==> src/sv/balpd_pkg.sv <==
// balpd_pkg: shared types and constants of the balance drive controller
// word layouts, register indexes, reset values, integral bound and zone table
// no dependencies
package balpd_pkg;

  typedef struct packed {
    logic signed [15:0] roll_angle;
    logic signed [15:0] gyro_rate;
    logic signed [15:0] wheel_count;
  } in_word_t;

  typedef struct packed {
    logic signed [16:0] drive;
    logic               in_zone;
  } out_word_t;

  localparam int CFG_W     = 20;
  localparam int CFG_IDX_W = 3;

  // register indexes
  localparam logic [CFG_IDX_W-1:0] REG_ANGLE_GAIN    = 3'd0;
  localparam logic [CFG_IDX_W-1:0] REG_RATE_GAIN     = 3'd1;
  localparam logic [CFG_IDX_W-1:0] REG_SPEED_GAIN    = 3'd2;
  localparam logic [CFG_IDX_W-1:0] REG_INTEGRAL_GAIN = 3'd3;
  localparam logic [CFG_IDX_W-1:0] REG_DRIVE_LIMIT   = 3'd4;

  // register reset values
  localparam logic [19:0] ANGLE_GAIN_RST    = 20'd243200;
  localparam logic [15:0] RATE_GAIN_RST     = 16'd1280;
  localparam logic [15:0] SPEED_GAIN_RST    = 16'd21760;
  localparam logic [15:0] INTEGRAL_GAIN_RST = 16'd64;
  localparam logic [15:0] DRIVE_LIMIT_RST   = 16'd7200;

  // speed integral bound
  localparam logic signed [16:0] INTEG_HI = 17'sd10000;
  localparam logic signed [16:0] INTEG_LO = -17'sd10000;

  // reciprocals for the truncating divisions: ceil(2^22/10) and ceil(2^34/25)
  localparam logic signed [30:0] FILT_RECIP = 31'sd419431;
  localparam logic signed [30:0] UP_RECIP   = 31'sd687194768;

  // balance zones, strict bounds in centidegrees
  localparam logic signed [15:0] ZONE_A_LO = -16'sd10000;
  localparam logic signed [15:0] ZONE_A_HI = -16'sd7000;
  localparam logic signed [15:0] ZONE_B_LO = -16'sd2000;
  localparam logic signed [15:0] ZONE_B_HI = 16'sd1000;
  localparam logic signed [15:0] ZONE_C_LO = 16'sd7000;
  localparam logic signed [15:0] ZONE_C_HI = 16'sd10000;
  localparam logic signed [15:0] ZONE_D_LO = 16'sd17000;
  localparam logic signed [15:0] ZONE_D_HI = 16'sd18000;
  localparam logic signed [15:0] ZONE_E_LO = -16'sd18000;
  localparam logic signed [15:0] ZONE_E_HI = -16'sd16000;

  // mid angles set by the zones
  localparam logic signed [15:0] MID_A = -16'sd8500;
  localparam logic signed [15:0] MID_B = -16'sd400;
  localparam logic signed [15:0] MID_C = 16'sd8600;
  localparam logic signed [15:0] MID_D = -16'sd17300;

endpackage

==> src/sv/balance_pd_pi_drive.sv <==
// balance_pd_pi_drive: cascaded upright pd and speed pi drive controller
// sequencer around one shared multiplier, divisions by reciprocal multiply
// depends on balpd_pkg
//
// Usage: one input word per control tick carries roll angle, gyro rate and
// encoder delta; it is accepted on a rising edge with in_valid high and
// in_stall low. Each word yields exactly one output word (drive, in_zone) on
// out_valid/out_stall. Gains and the drive limit are written through cfg_we,
// cfg_index and cfg_data; the user must write them only while the block is
// idle, which the block itself does not enforce; unknown indexes are ignored.
// in_stall is high from acceptance until the result is loaded into the output
// register, so no new word is taken before then. The sequence makes six passes
// through the shared multiplier (filter reciprocal, four gain products, upright
// reciprocal) with two accumulate steps, a magnitude load and the final sum.
// If the receiver stalls, the finished result waits in the working registers
// and the block stays in its final step until the output register frees up; a
// new word is then accepted while the result is still waiting to be taken.
// Reset (rst, synchronous) loads the default gains, clears mid angle, speed
// filter and integral, and empties the output register.
module balance_pd_pi_drive
  import balpd_pkg::*;
(
  input  logic                 clk,
  input  logic                 rst,
  input  logic                 in_valid,
  output logic                 in_stall,
  input  in_word_t             in_data,
  output logic                 out_valid,
  input  logic                 out_stall,
  output out_word_t            out_data,
  input  logic                 cfg_we,
  input  logic [CFG_IDX_W-1:0] cfg_index,
  input  logic [CFG_W-1:0]     cfg_data
);

  localparam logic [3:0] S_IDLE  = 4'd0;
  localparam logic [3:0] S_FMUL  = 4'd1;
  localparam logic [3:0] S_FEND  = 4'd2;
  localparam logic [3:0] S_MSG   = 4'd3;
  localparam logic [3:0] S_MIG   = 4'd4;
  localparam logic [3:0] S_SACC  = 4'd5;
  localparam logic [3:0] S_MAG   = 4'd6;
  localparam logic [3:0] S_MRG   = 4'd7;
  localparam logic [3:0] S_UACC  = 4'd8;
  localparam logic [3:0] S_ULOAD = 4'd9;
  localparam logic [3:0] S_UMUL  = 4'd10;
  localparam logic [3:0] S_SUM   = 4'd11;
  localparam logic [3:0] S_OUT   = 4'd12;

  // configuration and control state
  logic [19:0]        angle_gain;
  logic [15:0]        rate_gain;
  logic [15:0]        speed_gain;
  logic [15:0]        integral_gain;
  logic [15:0]        drive_limit;
  logic signed [15:0] mid_angle;
  logic signed [15:0] filtered_speed;
  logic signed [14:0] speed_integral;
  logic [3:0]         state;

  // working registers
  logic signed [15:0] roll;
  logic signed [15:0] gyro;
  logic signed [16:0] diff;
  logic [22:0]        rate100;
  logic [28:0]        mag;
  logic               mag_neg;
  logic signed [61:0] prod;
  logic signed [41:0] acc;
  logic signed [25:0] speed_term;
  logic signed [26:0] sum;
  logic               zone;
  logic signed [15:0] mid_sel;

  logic in_accept;
  logic out_free;

  assign in_stall  = (state != S_IDLE);
  assign in_accept = in_valid && !in_stall;
  assign out_free  = !out_valid || !out_stall;

  // filter numerator 3*enc + 7*filtered
  logic signed [19:0] enc_x;
  logic signed [19:0] filt_x;
  logic signed [19:0] num;
  logic [19:0]        num_mag;

  assign enc_x   = {{4{in_data.wheel_count[15]}}, in_data.wheel_count};
  assign filt_x  = {{4{filtered_speed[15]}}, filtered_speed};
  assign num     = (enc_x <<< 1) + enc_x + (filt_x <<< 3) - filt_x;
  assign num_mag = num[19] ? 20'(-num) : 20'(num);

  // filter result (magnitude * recip >> 22) and clamped integral
  logic signed [16:0] filt_q;
  logic signed [16:0] filt_new;
  logic signed [16:0] integ_sum;
  logic signed [14:0] integ_new;

  assign filt_q    = {1'b0, prod[37:22]};
  assign filt_new  = mag_neg ? -filt_q : filt_q;
  assign integ_sum = {{2{speed_integral[14]}}, speed_integral}
                   + {filt_new[15], filt_new[15:0]};

  always_comb begin
    if (integ_sum > INTEG_HI) begin
      integ_new = INTEG_HI[14:0];
    end else if (integ_sum < INTEG_LO) begin
      integ_new = INTEG_LO[14:0];
    end else begin
      integ_new = integ_sum[14:0];
    end
  end

  // shared multiplier
  logic signed [30:0] mul_a;
  logic signed [30:0] mul_b;
  logic signed [61:0] mul_p;

  always_comb begin
    case (state)
      S_FMUL: begin
        mul_a = {2'b0, mag};
        mul_b = FILT_RECIP;
      end
      S_MSG: begin
        mul_a = {15'b0, speed_gain};
        mul_b = {{15{filtered_speed[15]}}, filtered_speed};
      end
      S_MIG: begin
        mul_a = {15'b0, integral_gain};
        mul_b = {{16{speed_integral[14]}}, speed_integral};
      end
      S_MAG: begin
        mul_a = {11'b0, angle_gain};
        mul_b = {{14{diff[16]}}, diff};
      end
      S_MRG: begin
        mul_a = {8'b0, rate100};
        mul_b = {{15{gyro[15]}}, gyro};
      end
      S_UMUL: begin
        mul_a = {2'b0, mag};
        mul_b = UP_RECIP;
      end
      default: begin
        mul_a = '0;
        mul_b = '0;
      end
    endcase
  end

  assign mul_p = mul_a * mul_b;

  // accumulator helpers
  logic signed [41:0] acc_sum;
  logic [41:0]        acc_mag;
  logic signed [25:0] speed_mag;
  logic signed [25:0] speed_val;

  assign acc_sum   = acc + $signed(prod[41:0]);
  assign acc_mag   = acc[41] ? 42'(-acc) : 42'(acc);
  assign speed_mag = {2'b0, acc_mag[31:8]};
  assign speed_val = acc[41] ? -speed_mag : speed_mag;

  // upright plus speed term, upright is (magnitude >> 10) * recip >> 34
  logic signed [26:0] up_q;
  logic signed [26:0] speed_x;
  logic signed [26:0] sum_val;

  assign up_q    = {2'b0, prod[58:34]};
  assign speed_x = {speed_term[25], speed_term};
  assign sum_val = mag_neg ? (speed_x - up_q) : (speed_x + up_q);

  // zone select
  logic               zone_hit;
  logic signed [15:0] zone_mid;

  always_comb begin
    zone_hit = 1'b1;
    zone_mid = mid_angle;
    if (roll > ZONE_A_LO && roll < ZONE_A_HI) begin
      zone_mid = MID_A;
    end else if (roll > ZONE_B_LO && roll < ZONE_B_HI) begin
      zone_mid = MID_B;
    end else if (roll > ZONE_C_LO && roll < ZONE_C_HI) begin
      zone_mid = MID_C;
    end else if ((roll > ZONE_D_LO && roll < ZONE_D_HI) ||
                 (roll > ZONE_E_LO && roll < ZONE_E_HI)) begin
      zone_mid = MID_D;
    end else begin
      zone_hit = 1'b0;
    end
  end

  // final clamp and negate
  logic signed [26:0] lim;
  logic signed [26:0] clamped;
  logic signed [26:0] drive_val;

  assign lim = {11'b0, drive_limit};

  always_comb begin
    if (sum > lim) begin
      clamped = lim;
    end else if (sum < -lim) begin
      clamped = -lim;
    end else begin
      clamped = sum;
    end
  end

  assign drive_val = -clamped;

  // control state
  always_ff @(posedge clk) begin
    if (rst) begin
      angle_gain     <= ANGLE_GAIN_RST;
      rate_gain      <= RATE_GAIN_RST;
      speed_gain     <= SPEED_GAIN_RST;
      integral_gain  <= INTEGRAL_GAIN_RST;
      drive_limit    <= DRIVE_LIMIT_RST;
      mid_angle      <= '0;
      filtered_speed <= '0;
      speed_integral <= '0;
      state          <= S_IDLE;
      out_valid      <= 1'b0;
    end else begin
      if (cfg_we) begin
        case (cfg_index)
          REG_ANGLE_GAIN:    angle_gain    <= cfg_data[19:0];
          REG_RATE_GAIN:     rate_gain     <= cfg_data[15:0];
          REG_SPEED_GAIN:    speed_gain    <= cfg_data[15:0];
          REG_INTEGRAL_GAIN: integral_gain <= cfg_data[15:0];
          REG_DRIVE_LIMIT:   drive_limit   <= cfg_data[15:0];
          default: ;
        endcase
      end

      if (state == S_OUT && out_free) begin
        out_valid <= 1'b1;
      end else if (out_valid && !out_stall) begin
        out_valid <= 1'b0;
      end

      case (state)
        S_IDLE: begin
          if (in_accept) begin
            state <= S_FMUL;
          end
        end
        S_FMUL:  state <= S_FEND;
        S_FEND: begin
          filtered_speed <= filt_new[15:0];
          speed_integral <= integ_new;
          state          <= S_MSG;
        end
        S_MSG:   state <= S_MIG;
        S_MIG:   state <= S_SACC;
        S_SACC:  state <= S_MAG;
        S_MAG:   state <= S_MRG;
        S_MRG:   state <= S_UACC;
        S_UACC:  state <= S_ULOAD;
        S_ULOAD: state <= S_UMUL;
        S_UMUL:  state <= S_SUM;
        S_SUM:   state <= S_OUT;
        S_OUT: begin
          if (out_free) begin
            if (zone) begin
              mid_angle <= mid_sel;
            end
            state <= S_IDLE;
          end
        end
        default: state <= S_IDLE;
      endcase
    end
  end

  // datapath
  always_ff @(posedge clk) begin
    case (state)
      S_IDLE: begin
        if (in_accept) begin
          roll    <= in_data.roll_angle;
          gyro    <= in_data.gyro_rate;
          diff    <= {in_data.roll_angle[15], in_data.roll_angle}
                   - {mid_angle[15], mid_angle};
          rate100 <= {1'b0, rate_gain, 6'b0} + {2'b0, rate_gain, 5'b0}
                   + {5'b0, rate_gain, 2'b0};
          mag     <= {10'b0, num_mag[18:0]};
          mag_neg <= num[19];
        end
      end
      S_FMUL, S_MSG, S_UMUL: prod <= mul_p;
      S_MIG: begin
        acc  <= $signed(prod[41:0]);
        prod <= mul_p;
      end
      S_SACC: acc <= acc_sum;
      S_MAG: begin
        speed_term <= speed_val;
        prod       <= mul_p;
      end
      S_MRG: begin
        acc  <= $signed(prod[41:0]);
        prod <= mul_p;
      end
      S_UACC: acc <= acc_sum;
      S_ULOAD: begin
        // trunc toward zero: magnitude / 1024 here, then / 25 by reciprocal
        mag     <= acc_mag[38:10];
        mag_neg <= acc[41];
      end
      S_SUM: begin
        sum     <= zone_hit ? sum_val : '0;
        zone    <= zone_hit;
        mid_sel <= zone_mid;
      end
      S_OUT: begin
        if (out_free) begin
          out_data.drive   <= drive_val[16:0];
          out_data.in_zone <= zone;
        end
      end
      default: ;
    endcase
  end

  // integral never leaves its bound
  a_integ_bound: assert property (@(posedge clk) disable iff (rst)
    (speed_integral <= INTEG_HI && speed_integral >= INTEG_LO))
    else $error("speed integral out of bound");

  // mid angle is always zero or a zone value
  a_mid_legal: assert property (@(posedge clk) disable iff (rst)
    (mid_angle == 16'sd0 || mid_angle == MID_A || mid_angle == MID_B ||
     mid_angle == MID_C || mid_angle == MID_D))
    else $error("illegal mid angle");

  // a stalled output word stays put
  a_out_hold: assert property (@(posedge clk) disable iff (rst)
    ((out_valid && out_stall) |=> (out_valid && $stable(out_data))))
    else $error("stalled output word changed");

  // out of zone words carry zero drive
  a_zone_zero: assert property (@(posedge clk) disable iff (rst)
    ((out_valid && !out_data.in_zone) |-> (out_data.drive == 17'sd0)))
    else $error("nonzero drive outside zones");

  // the input side is held off while a result is pending in the last step
  a_hold_in: assert property (@(posedge clk) disable iff (rst)
    ((state == S_OUT && !out_free) |=> (state == S_OUT || in_stall)))
    else $error("left final step without a free output register");

endmodule

==> config.mk <==
export PLATFORM = sky130hd
export DESIGN_NAME = balance_pd_pi_drive
export DESIGN_NICKNAME = d
export VERILOG_FILES = /design/src/sv/balpd_pkg.sv /design/src/sv/balance_pd_pi_drive.sv
export SDC_FILE = /design/constraint.sdc
export NUM_CORES = 2
export LEC_CHECK = 0
export ABC_AREA = 1
export BUFFER_PORTS_ARGS = -buffer_cell sky130_fd_sc_hd__buf_2
export CORE_MARGIN = 10
export CORE_UTILIZATION = 30
export CTS_CLUSTER_SIZE = 25
export DETAILED_ROUTE_END_ITERATION = 8
export PLACE_DENSITY_LB_ADDON = 0.08
export SYNTH_ARGS = -nofsm -noshare
export SYNTH_HDL_FRONTEND = slang
export SYNTH_SLANG_ARGS = --single-unit
==> constraint.sdc <==
create_clock -name clk -period 11.5 [get_ports clk]
set_clock_uncertainty 0.05 [all_clocks]
set_input_delay 0 -clock clk [delete_from_list [all_inputs] [get_ports clk]]
set_output_delay 0 -clock clk [all_outputs]
set_load 0.03 [all_outputs]
==> Word level (Yosys, flattened, before mapping) <==
Index checks and enable logic that the tools add are counted.
{ "classes": {"add_sub_neg": 16, "n_mul": 1, "magnitude_cmp": 14, "eq_ne": 18, "mux": 28, "reduce_logical": 35} }
{ "ops": {"columns": ["cell", "n"], "rows": [
  ["31-bit case mux with 6 select lines", 1],
  ["29-bit case mux with 5 select lines", 1],
  ["42-bit case mux with 2 select lines", 1],
  ["30-bit by 31-bit multiplier with 59-bit output", 1],
  ["29-bit case mux with 2 select lines", 1],
  ["4-bit case mux with 13 select lines", 1],
  ["16-bit 2-to-1 mux", 3],
  ["42-bit adder", 1],
  ["39-bit 2-to-1 mux", 1],
  ["39-bit negation", 1],
  ["17-bit 2-to-1 mux", 2],
  ["16-bit greater-than comparator (second input constant)", 2],
  ["16-bit by 15-bit < comparator with 1-bit output (second input constant)", 2],
  ["15-bit 2-to-1 mux", 2],
  ["29-bit 2-to-1 mux", 1],
  ["26-bit by 26-bit adder with 27-bit output", 1],
  ["27-bit by 17-bit greater-than comparator with 1-bit output", 1],
  ["27-bit < comparator", 1],
  ["27-bit 2-to-1 mux", 1],
  ["16-bit negation with 27-bit output", 1],
  ["26-bit by 26-bit subtractor with 27-bit output", 1],
  ["24-bit negation with 26-bit output", 1],
  ["24-bit 2-to-1 mux", 1],
  ["22-bit by 21-bit adder with 23-bit output", 1],
  ["42 further kinds", 82]
]} }
{ "totals": {"register_bits": 427, "input_bits": 76} }

==> Depth between registers and ports, before layout <==
{ "logic_depth": {"depth_word": 7, "ltp_mapped": 47, "mapped_depth_nobuf": 46} }

==> Least setup slack after synthesis <==
Ideal clock, no wire load.
{ "synth_path": {"path_kind": "register to register", "startpoint": "register state[1]", "endpoint": "register prod[58], data pin", "arrival_time_ps": 8119, "setup_slack_ps": 3068, "path_stages_with_launch": 36, "n_path_buf": 2, "period_less_slack_ps": 8432, "cell_sequence": "dfxtp_1 inv_1 nor2_1 inv_2 nor2_2 buf_2 buf_2 a221oi_1 nand2_1 inv_1 nor2_1 fa_1 inv_1 fa_1 fa_1 inv_1 fa_1 inv_1 fa_1 inv_1 fa_1 inv_1 fa_1 inv_1 fa_1 ha_1 nand2_1 nor2_1 nand2_1 nor2_1 inv_1 nor3_1 nand2_1 o211ai_1 a21oi_1 xor2_1"} }
{ "synth_between": {"elab_chain_len": 4} }
{ "synth_lines": {"columns": ["item", "line_no", "source"], "rows": [
  ["start, declared", "balance_pd_pi_drive.sv:59", "logic [3:0] state;"],
  ["start signal, assigned", "balance_pd_pi_drive.sv:225", "state <= S_IDLE;"],
  ["start signal, assigned", "balance_pd_pi_drive.sv:248", "state <= S_FMUL;"],
  ["start signal, assigned", "balance_pd_pi_drive.sv:251", "S_FMUL: state <= S_FEND;"],
  ["4-bit by 1-bit == test with 1-bit output or 4-bit == test (tied branches)", "balance_pd_pi_drive.sv:120", "case (state)"],
  ["2-bit OR reduction (no source line)", null, null],
  ["29-bit case mux with 5 select lines", "balance_pd_pi_drive.sv:120", null],
  ["30-bit by 31-bit multiplier with 59-bit output *", "balance_pd_pi_drive.sv:152", "assign mul_p = mul_a * mul_b;"],
  ["named net mul_p[58]", "balance_pd_pi_drive.sv:117", "logic signed [61:0] mul_p;"],
  ["end signal, assigned", "balance_pd_pi_drive.sv:294", "S_FMUL, S_MSG, S_UMUL: prod <= mul_p;"],
  ["end signal, assigned", "balance_pd_pi_drive.sv:297", "prod <= mul_p;"],
  ["end signal, assigned", "balance_pd_pi_drive.sv:302", "prod <= mul_p;"],
  ["end, declared", "balance_pd_pi_drive.sv:68", "logic signed [61:0] prod;"]
]} }
Mark *: on every way through the listed nets, which the timed path passes. The rest lies on a longest branch.
A chain may end at the register's enable or synchronous reset.

==> Worst setup path in the final report <==
{ "layout_path": {"startpoint": "register state[3]", "endpoint": "register prod[42], data pin"} }
The elaborated chain is that of the path after synthesis.

==> impl_metrics.json <==
{
  "status": "complete, no violations",
  "portBuffers": 95,
  "synth_cell_types": 68,
  "cp.depth": 35,
  "grt_max_degree": 103,
  "antenna_found_initial": 6,
  "min_path_type": "in -> reg",
  "grt.met1_usage_pct": 28.2,
  "slowest_delay_ns": 0.84,
  "boundaryPins": 96,
  "grtUsageMet3_pct": 1.84,
  "crit_slowest_cell": "nor3_2",
  "wire_per_inst_um": 22.0,
  "vias": 47900,
  "worst-setup-path-type": "reg -> reg",
  "grt-busiest-layer": "met2",
  "hpwl_um": 189000,
  "drt_iter0_markers": 3408,
  "synth_seq_cells": 425,
  "critPathLaunch": "state[3]$_SDFFE_PP0P_",
  "p_per_area_mw_per_mm2": 151,
  "cts_root_buf": "clkbuf_16",
  "die_area_mm2": 0.216,
  "grt_overflow": 0,
  "worst_ep_arrival_time_ns": 10.93,
  "clk_latency_ns": 0.67,
  "final-setup-viol-count": 0,
  "regToRegEndpoint": "prod[42]$_DFFE_PP_",
  "avgSynthCellArea_um2": 8.19,
  "synth-main-ff-cell": "edfxtp_1",
  "leakage_nw": 33.1,
  "grt_pass1_wl_um": 336000,
  "worst_pin_slew_ns": 1.18,
  "worst_ir_drop_vdd_mv": 0.116,
  "final_util_pct": 33.6,
  "core-area_mm2": 0.197,
  "nNetsFinal": 8866,
  "drive_gt1_share_pct": 5.44,
  "power_mw": 10.0,
  "crit_path_end": "prod[42]$_DFFE_PP_",
  "synth_area_mm2": 0.0593,
  "synthToLayoutAreaGrowth_pct": 11.7,
  "place_congestion": 0.901,
  "final_cells": 10200,
  "cpMostUsedCell": "fa_1",
  "synth_edf_count": 289,
  "synth_cells": 7237,
  "cp.required_ns": 11.90,
  "startpoint_type": "flop",
  "cp.buffers_inverters": 11,
  "yosysWarningCount": 0,
  "cts_buffers": 54,
  "use_met2_pct": 34.9,
  "path_max_fanout": 18,
  "reg2reg_depth": 35,
  "maxCapViolCount": 0,
  "fin_crit_sh_pct": 91.5,
  "finalCriticalPeriod_ns": 10.53,
  "clk_path_buf_depth": 3,
  "drv_slew": 0,
  "max-slew-margin-rel_pct": 21.3,
  "crit_family": "adder cells",
  "holdWs_ns": 0.0395,
  "antenna_left": 0,
  "rrSetupSlack_ns": 0.97,
  "die_w_um": 464,
  "tns_ns": 0,
  "viasPerCell": 4.71,
  "grt_usage_pct": 20.5,
  "first_global_vias": 50200,
  "synth_seq_area_share_pct": 19.2,
  "hold_viol": 0,
  "cts_num_sinks": 425,
  "htree_num_levels": 2,
  "dp_cells": 9971,
  "drc": 0,
  "r2r-start": "state[3]$_SDFFE_PP0P_",
  "die_h_um": 464,
  "rsz0062_at_grt": "false",
  "drt_first_pass_iters": 8,
  "clk_pin_slew_ns": 0.06,
  "finalWirelength_um": 223000,
  "async_reset_ff_share_pct": 0,
  "rows": 163,
  "crit_path_end_kind": "flop",
  "cts_tree": "built",
  "clock.fmax_ghz": 0.0950,
  "start_util_pct": 30.1
}
-- power by group --
part           leakage [nW]  switching, mW  internal (mW)
combinational          28.4           4.11           1.91
clock                 0.892          0.739           1.04
sequential             3.80          0.253           1.97
total                  33.1           5.10           4.93
-- repair_timing --
| action | CTS | global route |
|---|---|---|
| hold endpoints to repair | 178 | 0 |
| resized for setup | 0 | 1 |
| hold buffers | 89 | 0 |
| setup endpoints to repair | 0 | 15 |
| setup buffers | 0 | 4 |
-- cell type report --
cell class	count	area [um^2]
multi-input cells	4978	41000
fillers	21100	131000
clock inverters	27	320
inverters	1729	6490
flip-flops and latches	425	11400
repair buffers	292	2190
well taps	2640	3300
clock buffers	74	1520
diodes	2	5.00
-- worst min path at each step --
stage | from | endpoint | slack, ns | cells past startpoint
floorplan | in_data[16] | gyro[0]$_DFFE_PP_ | 0.05 | 0
CTS | in_data[37] | roll[5]$_DFFE_PP_ | 0.003 | 2
finish | in_data[47] | roll[15]$_DFFE_PP_ | 0.04 | 2
detailed placement | in_data[20] | gyro[4]$_DFFE_PP_ | 0.13 | 1
global route | in_data[47] | roll[15]$_DFFE_PP_ | 0.04 | 2
global placement | in_data[21] | gyro[5]$_DFFE_PP_ | 0.13 | 1
-- stage by stage --
step / instance area, um^2 / worst slack [ns]
finish: 66200 / 0.975
detailed placement: 63400 / 0.176
CTS: 66200 / 0.173
global placement: 63400 / 0.103
global route: 66200 / 0.520
floorplan: 59400 / 3.07
-- Yosys cell counts, types with 4 or more instances --
library cell	n	share of area, %
o2111ai_1	4	0.059
or2_2	27	0.28
nand3b_1	15	0.19
fa_1	931	31
edfxtp_1	289	15
inv_2	11	0.070
nand3_2	7	0.12
o21ai_1	4	0.034
a21oi_1	348	2.9
buf_1	8	0.051
a21boi_0	9	0.11
o211ai_1	24	0.30
a31oi_1	34	0.36
xor2_1	158	2.3
nand2_1	1319	8.4
nor2_1	706	4.5
inv_1	1702	11
a221oi_1	21	0.31
nor2_4	4	0.076
nand2_2	19	0.20
dfxtp_1	136	4.6
and3_1	4	0.042
o22ai_1	5	0.053
ha_1	379	8.0
o31ai_1	8	0.10
xnor2_1	71	1.0
o21a_1	17	0.22
clkbuf_1	83	0.53
a21o_1	34	0.43
buf_4	6	0.076
nand3_1	239	2.0
nor2_2	20	0.21
nand4_1	48	0.51
o21bai_1	13	0.16
nor3_1	48	0.41
o21ai_0	339	2.9
buf_2	52	0.44
a211oi_1	6	0.076
clkinv_1	16	0.10
and2_1	9	0.095
nor4_1	23	0.24
-- worst reg2reg max path, delay by kind of cell, from the launching register on --
kind | cells | cell delay, ns
compound gates | 5 | 1.47
xor+xnor | 1 | 0.21
buf+inv | 11 | 1.80
flops | 1 | 0.39
simple gates | 9 | 1.91
fa+ha+maj | 9 | 4.55
-- registers in the layout, indices dropped and copies added, names as in the netlist, 17 cells and up --
| signal | count |
|---|---|
| speed_term | 26 |
| sum | 27 |
| mag | 29 |
| prod | 59 |
| diff | 17 |
| rate100 | 21 |
| acc | 42 |
| angle_gain | 20 |
| out_data | 18 |
-- cell families (layout without fill, tap and decap cells) --
| family | Yosys count | in the layout | synth area share [%] |
|---|---|---|---|
| AOI/OAI and AO/OA | 889 | 889 | 8.38 |
| xor gates and xnor gates | 230 | 230 | 3.41 |
| adders and majority gates | 1310 | 1310 | 39.4 |
| buffers and inverters | 1881 | 2122 | 12.1 |
| DFF | 425 | 425 | 19.2 |
| other | 2 | 51 | 0.0127 |
| and+or+nand+nor | 2500 | 2500 | 17.4 |
-- metal layers --
metal,wire length (um),vias up
met3,8650,231
met4,5800,2
met1,102000,24000
li1,-,22600
met5,13,-
met2,107000,1113
-- cells in the final DEF, fill, tap and decap left out, types with 89 or more instances in the layout --
cell type | Yosys | layout
buf_4 | 6 | 107
ha_1 | 379 | 379
inv_1 | 1702 | 1702
buf_2 | 52 | 95
o21ai_0 | 339 | 338
dfxtp_1 | 136 | 136
dlygate4sd3_1 | 0 | 89
a21oi_1 | 348 | 345
edfxtp_1 | 289 | 289
nor2_1 | 706 | 700
nand3_1 | 239 | 238
nand2_1 | 1319 | 1319
xor2_1 | 158 | 158
fa_1 | 931 | 931
Power figures use the tool's default switching activity.
